File: src/serial_frame_deframer_defines.svh
// assertion macros for the serial frame deframer
// used by the top level only, needs aclk and aresetn in scope
`ifndef SERIAL_FRAME_DEFRAMER_DEFINES_SVH
`define SERIAL_FRAME_DEFRAMER_DEFINES_SVH

// condition holds in the same cycle
`define SFD_ASSERT_SAME(label, ante, cons) \
    label: assert property (@(posedge aclk) disable iff (!aresetn) (ante) |-> (cons)) \
        else $error("serial_frame_deframer: assertion failed");

// condition holds in the next cycle
`define SFD_ASSERT_NEXT(label, ante, cons) \
    label: assert property (@(posedge aclk) disable iff (!aresetn) (ante) |=> (cons)) \
        else $error("serial_frame_deframer: assertion failed");

`endif

File: src/sfd_pkg.sv
// shared constants and controller/datapath interface types
// no dependencies
package sfd_pkg;

    localparam int MAX_PAYLOAD = 59;
    localparam int BYTE_W      = 8;
    localparam int LEN_W       = 6;
    localparam int ADDR_W      = (MAX_PAYLOAD > 1) ? $clog2(MAX_PAYLOAD) : 1;
    localparam int CFG_IDX_W   = 1;

    localparam logic [CFG_IDX_W-1:0] REG_FIRST_HDR  = 1'd0;
    localparam logic [CFG_IDX_W-1:0] REG_SECOND_HDR = 1'd1;

    localparam logic [BYTE_W-1:0] FIRST_HDR_RST  = 8'hAA;
    localparam logic [BYTE_W-1:0] SECOND_HDR_RST = 8'h55;

    typedef struct packed {
        logic cap_type;
        logic cap_len;
        logic wr_data;
        logic start_drain;
        logic drain_en;
    } sfd_cmd_t;

    typedef struct packed {
        logic hdr1_hit;
        logic hdr2_hit;
        logic len_bad;
        logic len_zero;
        logic fill_done;
        logic sum_ok;
        logic drain_last;
    } sfd_sts_t;

endpackage

File: src/sfd_ctrl.sv
// parse and drain state machine of the serial frame deframer
// depends on sfd_pkg, drives sfd_datapath through command and status structs
module sfd_ctrl (
    input  logic             aclk,
    input  logic             aresetn,
    input  logic             s_valid,
    output logic             s_ready,
    input  sfd_pkg::sfd_sts_t sts,
    output sfd_pkg::sfd_cmd_t cmd
);

    localparam logic [2:0] ST_HEAD1 = 3'd0;
    localparam logic [2:0] ST_HEAD2 = 3'd1;
    localparam logic [2:0] ST_TYPE  = 3'd2;
    localparam logic [2:0] ST_LEN   = 3'd3;
    localparam logic [2:0] ST_DATA  = 3'd4;
    localparam logic [2:0] ST_CHECK = 3'd5;
    localparam logic [2:0] ST_DRAIN = 3'd6;

    logic [2:0] state_reg;
    logic [2:0] state_next;
    logic       accept;

    assign accept = s_valid && s_ready;

    always_comb begin
        state_next = state_reg;
        cmd        = '0;
        s_ready    = 1'b1;
        unique case (state_reg)
            ST_HEAD2: begin
                if (accept) begin
                    state_next = sts.hdr2_hit ? ST_TYPE : ST_HEAD1;
                end
            end
            ST_TYPE: begin
                if (accept) begin
                    cmd.cap_type = 1'b1;
                    state_next   = ST_LEN;
                end
            end
            ST_LEN: begin
                if (accept) begin
                    if (sts.len_bad) begin
                        state_next = ST_HEAD1;
                    end else begin
                        cmd.cap_len = 1'b1;
                        state_next  = sts.len_zero ? ST_CHECK : ST_DATA;
                    end
                end
            end
            ST_DATA: begin
                if (accept) begin
                    cmd.wr_data = 1'b1;
                    if (sts.fill_done) begin
                        state_next = ST_CHECK;
                    end
                end
            end
            ST_CHECK: begin
                if (accept) begin
                    if (sts.sum_ok) begin
                        cmd.start_drain = 1'b1;
                        state_next      = ST_DRAIN;
                    end else begin
                        state_next = ST_HEAD1;
                    end
                end
            end
            ST_DRAIN: begin
                s_ready      = 1'b0;
                cmd.drain_en = 1'b1;
                if (sts.drain_last) begin
                    state_next = ST_HEAD1;
                end
            end
            // hunting the first header byte, unused code acts the same
            default: begin
                if (accept) begin
                    state_next = sts.hdr1_hit ? ST_HEAD2 : ST_HEAD1;
                end
            end
        endcase
    end

    always_ff @(posedge aclk) begin
        if (!aresetn) begin
            state_reg <= ST_HEAD1;
        end else begin
            state_reg <= state_next;
        end
    end

endmodule

File: src/sfd_datapath.sv
// header registers, frame fields, checksum, payload buffer and output pipeline
// depends on sfd_pkg, controlled by sfd_ctrl
module sfd_datapath (
    input  logic                                aclk,
    input  logic                                aresetn,
    input  logic                                cfg_valid,
    input  logic [sfd_pkg::CFG_IDX_W-1:0]       cfg_index,
    input  logic [sfd_pkg::BYTE_W-1:0]          cfg_wdata,
    input  logic [sfd_pkg::BYTE_W-1:0]          rx_byte,
    input  sfd_pkg::sfd_cmd_t                   cmd,
    output sfd_pkg::sfd_sts_t                   sts,
    output logic                                m_valid,
    input  logic                                m_ready,
    output logic [sfd_pkg::BYTE_W-1:0]          m_pkt_type,
    output logic [sfd_pkg::LEN_W-1:0]           m_frame_length,
    output logic [sfd_pkg::LEN_W-1:0]           m_byte_index,
    output logic [sfd_pkg::BYTE_W-1:0]          m_payload_byte,
    output logic                                m_last_of_frame
);

    logic [sfd_pkg::BYTE_W-1:0] first_hdr_reg, first_hdr_next;
    logic [sfd_pkg::BYTE_W-1:0] second_hdr_reg, second_hdr_next;
    logic [sfd_pkg::BYTE_W-1:0] held_type_reg, held_type_next;
    logic [sfd_pkg::LEN_W-1:0]  held_length_reg, held_length_next;
    logic [sfd_pkg::LEN_W-1:0]  fill_count_reg, fill_count_next;
    logic [sfd_pkg::BYTE_W-1:0] running_sum_reg, running_sum_next;
    logic [sfd_pkg::LEN_W-1:0]  rd_idx_reg, rd_idx_next;

    logic                       p1_valid_reg, p1_valid_next;
    logic [sfd_pkg::LEN_W-1:0]  p1_idx_reg, p1_idx_next;
    logic                       p1_last_reg, p1_last_next;
    logic                       p1_zero_reg, p1_zero_next;
    logic [sfd_pkg::BYTE_W-1:0] p1_type_reg, p1_type_next;
    logic [sfd_pkg::LEN_W-1:0]  p1_len_reg, p1_len_next;

    logic                       out_valid_reg, out_valid_next;
    logic [sfd_pkg::BYTE_W-1:0] out_type_reg, out_type_next;
    logic [sfd_pkg::LEN_W-1:0]  out_len_reg, out_len_next;
    logic [sfd_pkg::LEN_W-1:0]  out_idx_reg, out_idx_next;
    logic [sfd_pkg::BYTE_W-1:0] out_data_reg, out_data_next;
    logic                       out_last_reg, out_last_next;

    logic [sfd_pkg::BYTE_W-1:0] rd_data_reg;
    logic [sfd_pkg::BYTE_W-1:0] payload_mem [sfd_pkg::MAX_PAYLOAD];

    logic out_free;
    logic issue;
    logic is_last;
    logic fill_ok;

    assign out_free = !out_valid_reg || m_ready;
    assign issue    = cmd.drain_en && (!p1_valid_reg || out_free);
    assign is_last  = (held_length_reg == '0)
                   || ((7'(rd_idx_reg) + 7'd1) == 7'(held_length_reg));
    assign fill_ok  = 7'(fill_count_reg) < 7'(sfd_pkg::MAX_PAYLOAD);

    always_comb begin
        sts            = '0;
        sts.hdr1_hit   = rx_byte == first_hdr_reg;
        sts.hdr2_hit   = rx_byte == second_hdr_reg;
        sts.len_bad    = rx_byte > 8'(sfd_pkg::MAX_PAYLOAD);
        sts.len_zero   = rx_byte == '0;
        sts.fill_done  = (7'(fill_count_reg) + 7'(fill_ok)) >= 7'(held_length_reg);
        sts.sum_ok     = running_sum_reg == rx_byte;
        sts.drain_last = issue && is_last;
    end

    always_comb begin
        first_hdr_next   = first_hdr_reg;
        second_hdr_next  = second_hdr_reg;
        held_type_next   = held_type_reg;
        held_length_next = held_length_reg;
        fill_count_next  = fill_count_reg;
        running_sum_next = running_sum_reg;
        rd_idx_next      = rd_idx_reg;

        if (cfg_valid) begin
            unique case (cfg_index)
                sfd_pkg::REG_FIRST_HDR:  first_hdr_next  = cfg_wdata;
                sfd_pkg::REG_SECOND_HDR: second_hdr_next = cfg_wdata;
                default: ;
            endcase
        end

        if (cmd.cap_type) begin
            held_type_next   = rx_byte;
            running_sum_next = rx_byte;
        end
        if (cmd.cap_len) begin
            held_length_next = rx_byte[sfd_pkg::LEN_W-1:0];
            fill_count_next  = '0;
        end
        if (cmd.wr_data) begin
            running_sum_next = running_sum_reg + rx_byte;
            if (fill_ok) begin
                fill_count_next = fill_count_reg + 1'b1;
            end
        end
        if (cmd.start_drain) begin
            rd_idx_next = '0;
        end else if (issue) begin
            rd_idx_next = rd_idx_reg + 1'b1;
        end
    end

    always_comb begin
        p1_valid_next = p1_valid_reg;
        p1_idx_next   = p1_idx_reg;
        p1_last_next  = p1_last_reg;
        p1_zero_next  = p1_zero_reg;
        p1_type_next  = p1_type_reg;
        p1_len_next   = p1_len_reg;
        if (issue) begin
            p1_valid_next = 1'b1;
            p1_idx_next   = rd_idx_reg;
            p1_last_next  = is_last;
            p1_zero_next  = held_length_reg == '0;
            p1_type_next  = held_type_reg;
            p1_len_next   = held_length_reg;
        end else if (out_free) begin
            p1_valid_next = 1'b0;
        end

        out_valid_next = out_valid_reg;
        out_type_next  = out_type_reg;
        out_len_next   = out_len_reg;
        out_idx_next   = out_idx_reg;
        out_data_next  = out_data_reg;
        out_last_next  = out_last_reg;
        if (out_free) begin
            out_valid_next = p1_valid_reg;
            out_type_next  = p1_type_reg;
            out_len_next   = p1_len_reg;
            out_idx_next   = p1_idx_reg;
            out_data_next  = p1_zero_reg ? '0 : rd_data_reg;
            out_last_next  = p1_last_reg;
        end
    end

    // payload buffer, one write and one registered read port
    always_ff @(posedge aclk) begin
        if (cmd.wr_data && fill_ok) begin
            payload_mem[fill_count_reg[sfd_pkg::ADDR_W-1:0]] <= rx_byte;
        end
        if (issue) begin
            rd_data_reg <= payload_mem[rd_idx_reg[sfd_pkg::ADDR_W-1:0]];
        end
    end

    always_ff @(posedge aclk) begin
        if (!aresetn) begin
            first_hdr_reg   <= sfd_pkg::FIRST_HDR_RST;
            second_hdr_reg  <= sfd_pkg::SECOND_HDR_RST;
            held_type_reg   <= '0;
            held_length_reg <= '0;
            fill_count_reg  <= '0;
            running_sum_reg <= '0;
            rd_idx_reg      <= '0;
            p1_valid_reg    <= 1'b0;
            out_valid_reg   <= 1'b0;
        end else begin
            first_hdr_reg   <= first_hdr_next;
            second_hdr_reg  <= second_hdr_next;
            held_type_reg   <= held_type_next;
            held_length_reg <= held_length_next;
            fill_count_reg  <= fill_count_next;
            running_sum_reg <= running_sum_next;
            rd_idx_reg      <= rd_idx_next;
            p1_valid_reg    <= p1_valid_next;
            out_valid_reg   <= out_valid_next;
        end
    end

    always_ff @(posedge aclk) begin
        p1_idx_reg   <= p1_idx_next;
        p1_last_reg  <= p1_last_next;
        p1_zero_reg  <= p1_zero_next;
        p1_type_reg  <= p1_type_next;
        p1_len_reg   <= p1_len_next;
        out_type_reg <= out_type_next;
        out_len_reg  <= out_len_next;
        out_idx_reg  <= out_idx_next;
        out_data_reg <= out_data_next;
        out_last_reg <= out_last_next;
    end

    assign m_valid         = out_valid_reg;
    assign m_pkt_type      = out_type_reg;
    assign m_frame_length  = out_len_reg;
    assign m_byte_index    = out_idx_reg;
    assign m_payload_byte  = out_data_reg;
    assign m_last_of_frame = out_last_reg;

endmodule

File: src/serial_frame_deframer.sv
// channel    dir  signals                                          beat
// s_         in   s_valid s_ready s_rx_byte                        one received byte
// m_         out  m_valid m_ready m_pkt_type m_frame_length        one payload byte
//                 m_byte_index m_payload_byte m_last_of_frame
// cfg_       in   cfg_valid cfg_ready cfg_index cfg_wdata          one header register write
//
// s_ready stays high while parsing, so each received byte is taken as soon as it is valid
// a good checksum starts a drain from the payload buffer, one result per cycle while the
// output is not stalled, through a registered read and an output register; s_ready stays low
// for the whole drain of max(n,1) results for a frame of n bytes; the buffer read port sets that pace
// synchronous active-low reset, headers return to 0xaa and 0x55, no clearing pass
// top level of the deframer, depends on sfd_pkg, sfd_ctrl, sfd_datapath and the defines header
`include "serial_frame_deframer_defines.svh"

module serial_frame_deframer (
    input  logic                          aclk,
    input  logic                          aresetn,
    input  logic                          s_valid,
    output logic                          s_ready,
    input  logic [sfd_pkg::BYTE_W-1:0]    s_rx_byte,
    output logic                          m_valid,
    input  logic                          m_ready,
    output logic [sfd_pkg::BYTE_W-1:0]    m_pkt_type,
    output logic [sfd_pkg::LEN_W-1:0]     m_frame_length,
    output logic [sfd_pkg::LEN_W-1:0]     m_byte_index,
    output logic [sfd_pkg::BYTE_W-1:0]    m_payload_byte,
    output logic                          m_last_of_frame,
    input  logic                          cfg_valid,
    output logic                          cfg_ready,
    input  logic [sfd_pkg::CFG_IDX_W-1:0] cfg_index,
    input  logic [sfd_pkg::BYTE_W-1:0]    cfg_wdata
);

    sfd_pkg::sfd_cmd_t cmd;
    sfd_pkg::sfd_sts_t sts;

    logic idx_ends_frame;
    logic idx_inside_frame;

    assign cfg_ready = 1'b1;

    sfd_ctrl u_ctrl (
        .aclk    (aclk),
        .aresetn (aresetn),
        .s_valid (s_valid),
        .s_ready (s_ready),
        .sts     (sts),
        .cmd     (cmd)
    );

    sfd_datapath u_datapath (
        .aclk            (aclk),
        .aresetn         (aresetn),
        .cfg_valid       (cfg_valid),
        .cfg_index       (cfg_index),
        .cfg_wdata       (cfg_wdata),
        .rx_byte         (s_rx_byte),
        .cmd             (cmd),
        .sts             (sts),
        .m_valid         (m_valid),
        .m_ready         (m_ready),
        .m_pkt_type      (m_pkt_type),
        .m_frame_length  (m_frame_length),
        .m_byte_index    (m_byte_index),
        .m_payload_byte  (m_payload_byte),
        .m_last_of_frame (m_last_of_frame)
    );

    assign idx_ends_frame   = (m_frame_length == '0 && m_byte_index == '0)
                           || (7'(m_byte_index) + 7'd1 == 7'(m_frame_length));
    assign idx_inside_frame = 7'(m_byte_index) + 7'd1 < 7'(m_frame_length);

    `SFD_ASSERT_SAME(a_drain_blocks_input, cmd.drain_en, !s_ready)
    `SFD_ASSERT_SAME(a_last_at_end, m_valid && m_last_of_frame, idx_ends_frame)
    `SFD_ASSERT_SAME(a_not_last_inside, m_valid && !m_last_of_frame, idx_inside_frame)
    `SFD_ASSERT_NEXT(a_drain_ends_free, sts.drain_last, s_ready)

endmodule

File: config.mk
export PLATFORM = sky130hd
export DESIGN_NAME = serial_frame_deframer
export DESIGN_NICKNAME = d
export VERILOG_FILES = /design/src/sfd_pkg.sv /design/src/sfd_ctrl.sv /design/src/sfd_datapath.sv /design/src/serial_frame_deframer.sv
export VERILOG_INCLUDE_DIRS = /design/src /design/src/src
export SDC_FILE = /design/constraint.sdc
export NUM_CORES = 1
export LEC_CHECK = 0
export BUFFER_PORTS_ARGS = -buffer_cell sky130_fd_sc_hd__buf_4
export CORE_MARGIN = 5
export CORE_UTILIZATION = 30
export DETAILED_ROUTE_END_ITERATION = 7
export PLACE_DENSITY = 0.48
export SETUP_SLACK_MARGIN = 0.1
export SYNTH_ARGS = -nofsm -noshare
export SYNTH_HDL_FRONTEND = slang
export SYNTH_HIERARCHICAL = 1
export SYNTH_SLANG_ARGS = --single-unit
File: constraint.sdc
create_clock -name aclk -period 3.5 [get_ports aclk]
set_clock_uncertainty 0.2 [all_clocks]
set_input_delay 0.7 -clock aclk [delete_from_list [all_inputs] [get_ports aclk]]
set_output_delay 0.7 -clock aclk [all_outputs]
set_load 0.01 [all_outputs]
Word-level counts from Yosys, hierarchy flattened
Memories as Yosys holds them, arrays and structs flattened. A register that Yosys moved wholly into a read port is not among the register bits.
Index checks and enable logic that the tools add are counted.
{"block": "totals", "regBits": 106, "mem_bits_rw": 472, "input_bits": 22, "wordCells": 100, "memories": 1}
{"name": "u_datapath.payload_mem", "words": 59, "word_bits": 8, "rd": 1, "rd_ports_with_merged_regs": 1, "wr": 1, "line": "sfd_datapath.sv:44", "rtl": "logic [sfd_pkg::BYTE_W-1:0] payload_mem [sfd_pkg::MAX_PAYLOAD];"}
{"block": "classes", "addsub": 5, "order_cmp": 3, "n_eq_ne": 17, "mux": 34, "bitwise": 2, "n_reduce_logical": 18}
{"cell": "2-to-1 mux 3 bit", "n": 10}
{"cell": "== test 8 bit", "n": 3}
{"cell": "2-to-1 mux 6 bit", "n": 3}
{"cell": "one-hot mux 3 bit (6 select lines)", "n": 1}
{"cell": "2-to-1 mux 1 bit", "n": 17}
{"cell": "2-to-1 mux 8 bit", "n": 2}
{"cell": "adder 6 x 1 -> 6 bit, second input constant", "n": 2}
{"cell": "!= test 2 x 1 -> 1 bit, second input constant", "n": 5}
{"cell": "== test 3 bit, second input constant", "n": 3}
{"cell": "adder 8 bit", "n": 1}
{"cell": "> comparator 8 x 6 -> 1 bit, second input constant", "n": 1}
{"cell": "logical NOT 8 bit", "n": 1}
{"cell": "AND reduction 8 bit", "n": 1}
{"cell": "adder 6 x 1 -> 7 bit", "n": 1}
{"cell": "adder 6 x 1 -> 7 bit, second input constant", "n": 1}
{"cell": "== test 7 x 6 -> 1 bit", "n": 1}
{"cell": ">= comparator 7 x 6 -> 1 bit", "n": 1}
{"cell": "== test 3 x 2 -> 1 bit, second input constant", "n": 2}
{"cell": "logical NOT 6 bit", "n": 1}
{"cell": "< comparator 6 bit, second input constant", "n": 1}
{"cell": "nonzero test 2 bit", "n": 3}
{"cell": "logical AND 1 bit", "n": 4}
{"cell": "!= test 2 bit, second input constant", "n": 2}
{"cell": "AND reduction 2 bit", "n": 2}
{"cell": "6 further kinds", "n": 10}

Longest topological paths before layout
{"block": "depth", "ltp_word": 8, "depth_mapped": 14, "mapped_depth_nobuf": 14}

By module
The synthesis kept the hierarchy.
{"module": "sfd_datapath", "n_inst": 1, "cells_per_inst": 1283, "area_each_um2": 23004.6}
{"module": "sfd_ctrl", "n_inst": 1, "cells_per_inst": 45, "area_each_um2": 331.6}
{"module": "serial_frame_deframer", "n_inst": 1, "cells_per_inst": 2, "area_each_um2": 11.3}

Worst setup path after synthesis
No wires, ideal clock.
{"block": "synth_timing", "kind": "register to register", "startpoint": "reg u_ctrl.state_reg[2]", "endpoint": "reg u_ctrl.state_reg[0]", "setup_time_ns": 0.070, "arrival_time_ns": 3.638, "required_ns": 3.230, "setup_slack_ns": -0.408, "path_stages_with_launch": 10, "path_buffers": 1, "period_less_slack_ns": 3.908, "cell_sequence": "dfxtp_1 buf_4 nor2b_1 nand2_1 inv_1 a21boi_1 and2_1 nand4b_1 a2111o_1 a21boi_1"}
{"element": "start: declaration", "line": "sfd_ctrl.sv:20", "rtl": "logic [2:0] state_reg;"}
{"element": "start signal: assignment", "line": "sfd_ctrl.sv:90", "rtl": "state_reg <= state_next;"}
{"element": "== test 3 bit *", "line": "sfd_ctrl.sv:30", "rtl": "unique case (state_reg)"}
{"element": "2-to-1 mux 1 bit *", "line": "sfd_ctrl.sv:30"}
{"element": "named net s_ready", "line": "serial_frame_deframer.sv:19", "rtl": "output logic s_ready,"}
{"element": "logical AND 1 bit *", "line": "sfd_ctrl.sv:24", "rtl": "assign accept = s_valid && s_ready;"}
{"element": "!= test 2 x 1 -> 1 bit (no source line) or nonzero test 2 bit (tied branches)"}
{"element": "AND reduction 8 bit (no source line) *"}
The timed path passes the listed nets; every way through them passes the cells marked *.
A chain may end at the register's enable or synchronous reset.

==> flow_summary.toml <==
[outcome]
outcome = "finished, final reports clean"

[timing]
finalHoldViolCount = 0
clock.fmax_mhz = 322.8
min_period_ns = 3.098
slew_viol_final = 0
min_period_over_period_pct = 88.51
setup_violations = 0
rsz0062_at_grt = "false"
worst_pin_slew_ns = 1.040
setup_tns_ns = 0
slew-limit-headroom_pct = 30.61

[critical_path]
crit_family = "compound AO/OA/AOI/OAI gates"
cp_slowest_cell = "dfxtp_4"
worstReg2RegEnd = "u_datapath/rd_data_reg[7]$_DFFE_PP_"
crit_required_ns = 3.60
cp_max_fo = 17
path_class = "flop to flop"
worst_setup_path_start_kind = "flop"
cpPeakStageDelay_ns = 0.57
rrSetupSlack_ns = 0.40
reg2reg_from = "u_datapath/rd_idx_reg[0]$_SDFFE_PP0P_"
crit_chain = "buf_12 -> buf_12 -> mux4_2 -> a22o_1 -> a221oi_1 -> o221ai_1"
path_common_cell = "buf_12"
endpoint_kind = "flop"
arrival_ns = 3.20
reg2reg_depth = 6
cp_num_buf_inv = 2

[drt]
viasPerCell = 4.814
wl_per_cell_um = 22.11
dr_total_vias = 12430
drc = 0
drt-total-wl_mm = 57.09
dr.pass1.iters = 5
ant_nets = 0
detail_route.iter0.violations = 942

[grt]
grt_overflow = 0
grt_pass1_wl_mm = 84.68
grt_pass1_vias = 12860
antenna_found_initial = 1
grt_usage_pct = 13.59
grt_max_degree = 62

[hold_path]
holdCritStartpoint = "cfg_wdata[1]"
min_to = "u_datapath/first_hdr_reg[1]$_SDFFE_PN1P_"
hp-class = "input pin to flop"
worst_hold_path.num_cells = 3

[clock_network]
post_cts_buffers = 0
clk_latency_ns = 0.61
clock-sinks = 586
root_buffer = "clkbuf_16"
cts_tree = "yes"
clkTransAtPathRegs_ns = 0.06
numCtsBuffers = 61
hold_buffers = 0
htree_levels = 2
cts_buffer_depth = 3
post_cts_resized = 0

[yosys]
synth_area_leaders = "edfxtp_1 68%, mux4_2 11%, dfxtp_1 4.7%"
synth-edff-count = 531
netlist_instances = 1330
yosys_most_used_dff = "edfxtp_1"
synth_fp_nets = 1370
synth_area_sq_mm = 0.02335
ys_async_sr_fraction_pct = 0
yosysSeqAreaShare_pct = 73.01
ys_ff_latch = 586
yosysMostFrequentCell = "edfxtp_1"
synth_warnings = 6
yosys.area.top_type_share_pct = 68.30
ys_types = 62
yosysTopAreaCell = "edfxtp_1"
ys_top_cells_by_count = "531 x edfxtp_1, 112 x mux4_2, 103 x nor2_1, 82 x nand2_1, 55 x dfxtp_1"
syn_area_per_cell_sq_um = 17.55

[place]
place_area_sq_mm = 0.02569
gp_congestion = 0.7850
hpwl_mm = 36.99
portBuffers = 52

[cells_and_area]
syn2layout_area_growth_pct = 18.23
finalNetCount = 1531
num-fill-cells = 7335
final_area_sq_mm = 0.02760
largest_reg_flops = 472
diodes = 0
drive_gt1_share_pct = 25.42

[flow_run]
cap_violations = 0

[power]
powerDensity_mw_per_mm2 = 508.9
ir_drop_uv = 426.4
finalPower_mw = 14.05
leakage_nw = 8.945

[floorplan]
coreArea_sq_mm = 0.07734
start_util_pct = 30.19
io_pins = 54
num_rows = 102
die_w_um = 289.0
die_h_um = 289.0
die_area_sq_mm = 0.08350
## worst max path at each step
stage	cells after the start	end	startpoint
finish	6	u_datapath/rd_data_reg[7]$_DFFE_PP_	u_datapath/rd_idx_reg[0]$_SDFFE_PP0P_
floorplan	9	u_ctrl/state_reg[0]$_SDFFE_PN0P_	u_ctrl/state_reg[2]$_SDFFE_PN0P_
CTS	13	u_ctrl/state_reg[0]$_SDFFE_PN0P_	u_datapath/fill_count_reg[0]$_SDFF_PN0_
global placement	13	u_ctrl/state_reg[0]$_SDFFE_PN0P_	u_datapath/fill_count_reg[0]$_SDFF_PN0_
global route	13	u_ctrl/state_reg[0]$_SDFFE_PN0P_	u_datapath/fill_count_reg[0]$_SDFF_PN0_
detailed placement	13	u_ctrl/state_reg[0]$_SDFFE_PN0P_	u_datapath/fill_count_reg[0]$_SDFF_PN0_
## tightest hold or removal path, stage by stage
cell and delay, ns:
buf_4 0.08, nand2_1 0.05, nand3_1 0.06
## where the power goes
part	internal, mW	switching (mW)	total (mW)
combinational	0.0526	0.169	0.221
sequential	7.62	0.00717	7.63
clock	3.57	2.63	6.20
total	11.2	2.80	14.0
## routing by layer
layer	wire, um	vias up	track usage (%)
li1	-	5584	-
met1	26230	6507	19.05
met2	26800	252	21.86
met3	2628	85	2.408
met4	1416	2	3.925
met5	13	-	0
## cell families after synthesis
logic type      share of synthesized area (%)
other cells                           0.01606
fa+ha+maj                              0.9968
compound gates                          4.705
flops                                   73.01
simple gates                            5.992
xor+xnor                                1.238
mux                                     12.16
buf+inv                                 1.881
## stage by stage
| stage | cells | hold slack [ns] | utilization, % | worst slack, ns |
|---|---|---|---|---|
| floorplan | 1330 | 0.2003 | - | 0.3885 |
| global placement | 2468 | 0.2023 | 33.21 | 0.3423 |
| detailed placement | 2468 | 0.2045 | 33.21 | 0.3351 |
| CTS | 2582 | 0.07621 | 35.68 | 0.3057 |
| global route | 2582 | 0.1127 | 35.69 | 0.1823 |
| finish | 2582 | 0.1156 | 35.69 | 0.4022 |
## cell usage in the layout (no fill, tap or decap), drive strengths merged, types with 4 or more instances in the layout
cell	Yosys	layout
a21boi	5	5
a21oi	37	37
a221oi	7	7
a22o	14	14
a22oi	35	35
a31oi	4	4
and2	7	7
buf	33	176
bufinv	0	4
clkbuf	45	74
clkinv	0	35
dfxtp	55	55
edfxtp	531	531
ha	17	17
inv	16	17
mux2	5	5
mux2i	26	26
mux4	112	112
nand2	82	82
nand2b	13	13
nand3	25	25
nand3b	10	10
nand4	8	8
nor2	103	103
nor2b	23	23
nor3	4	4
nor3b	8	8
o211ai	5	5
o21ai	21	21
o221ai	7	7
xnor2	24	24
xor2	9	9
## layout make-up
cell class                 count  area (sq um)  area share (%)
clock buffer                  74          1628           5.897
clock inverter                40         282.8           1.024
inverter                      16         60.06          0.2176
multi-input combinational    650          5879           21.30
sequential                   586         17060           61.79
tap                         1040          1301           4.714
timing repair buffer         176          1396           5.059
Power figures use the tool's default switching activity.
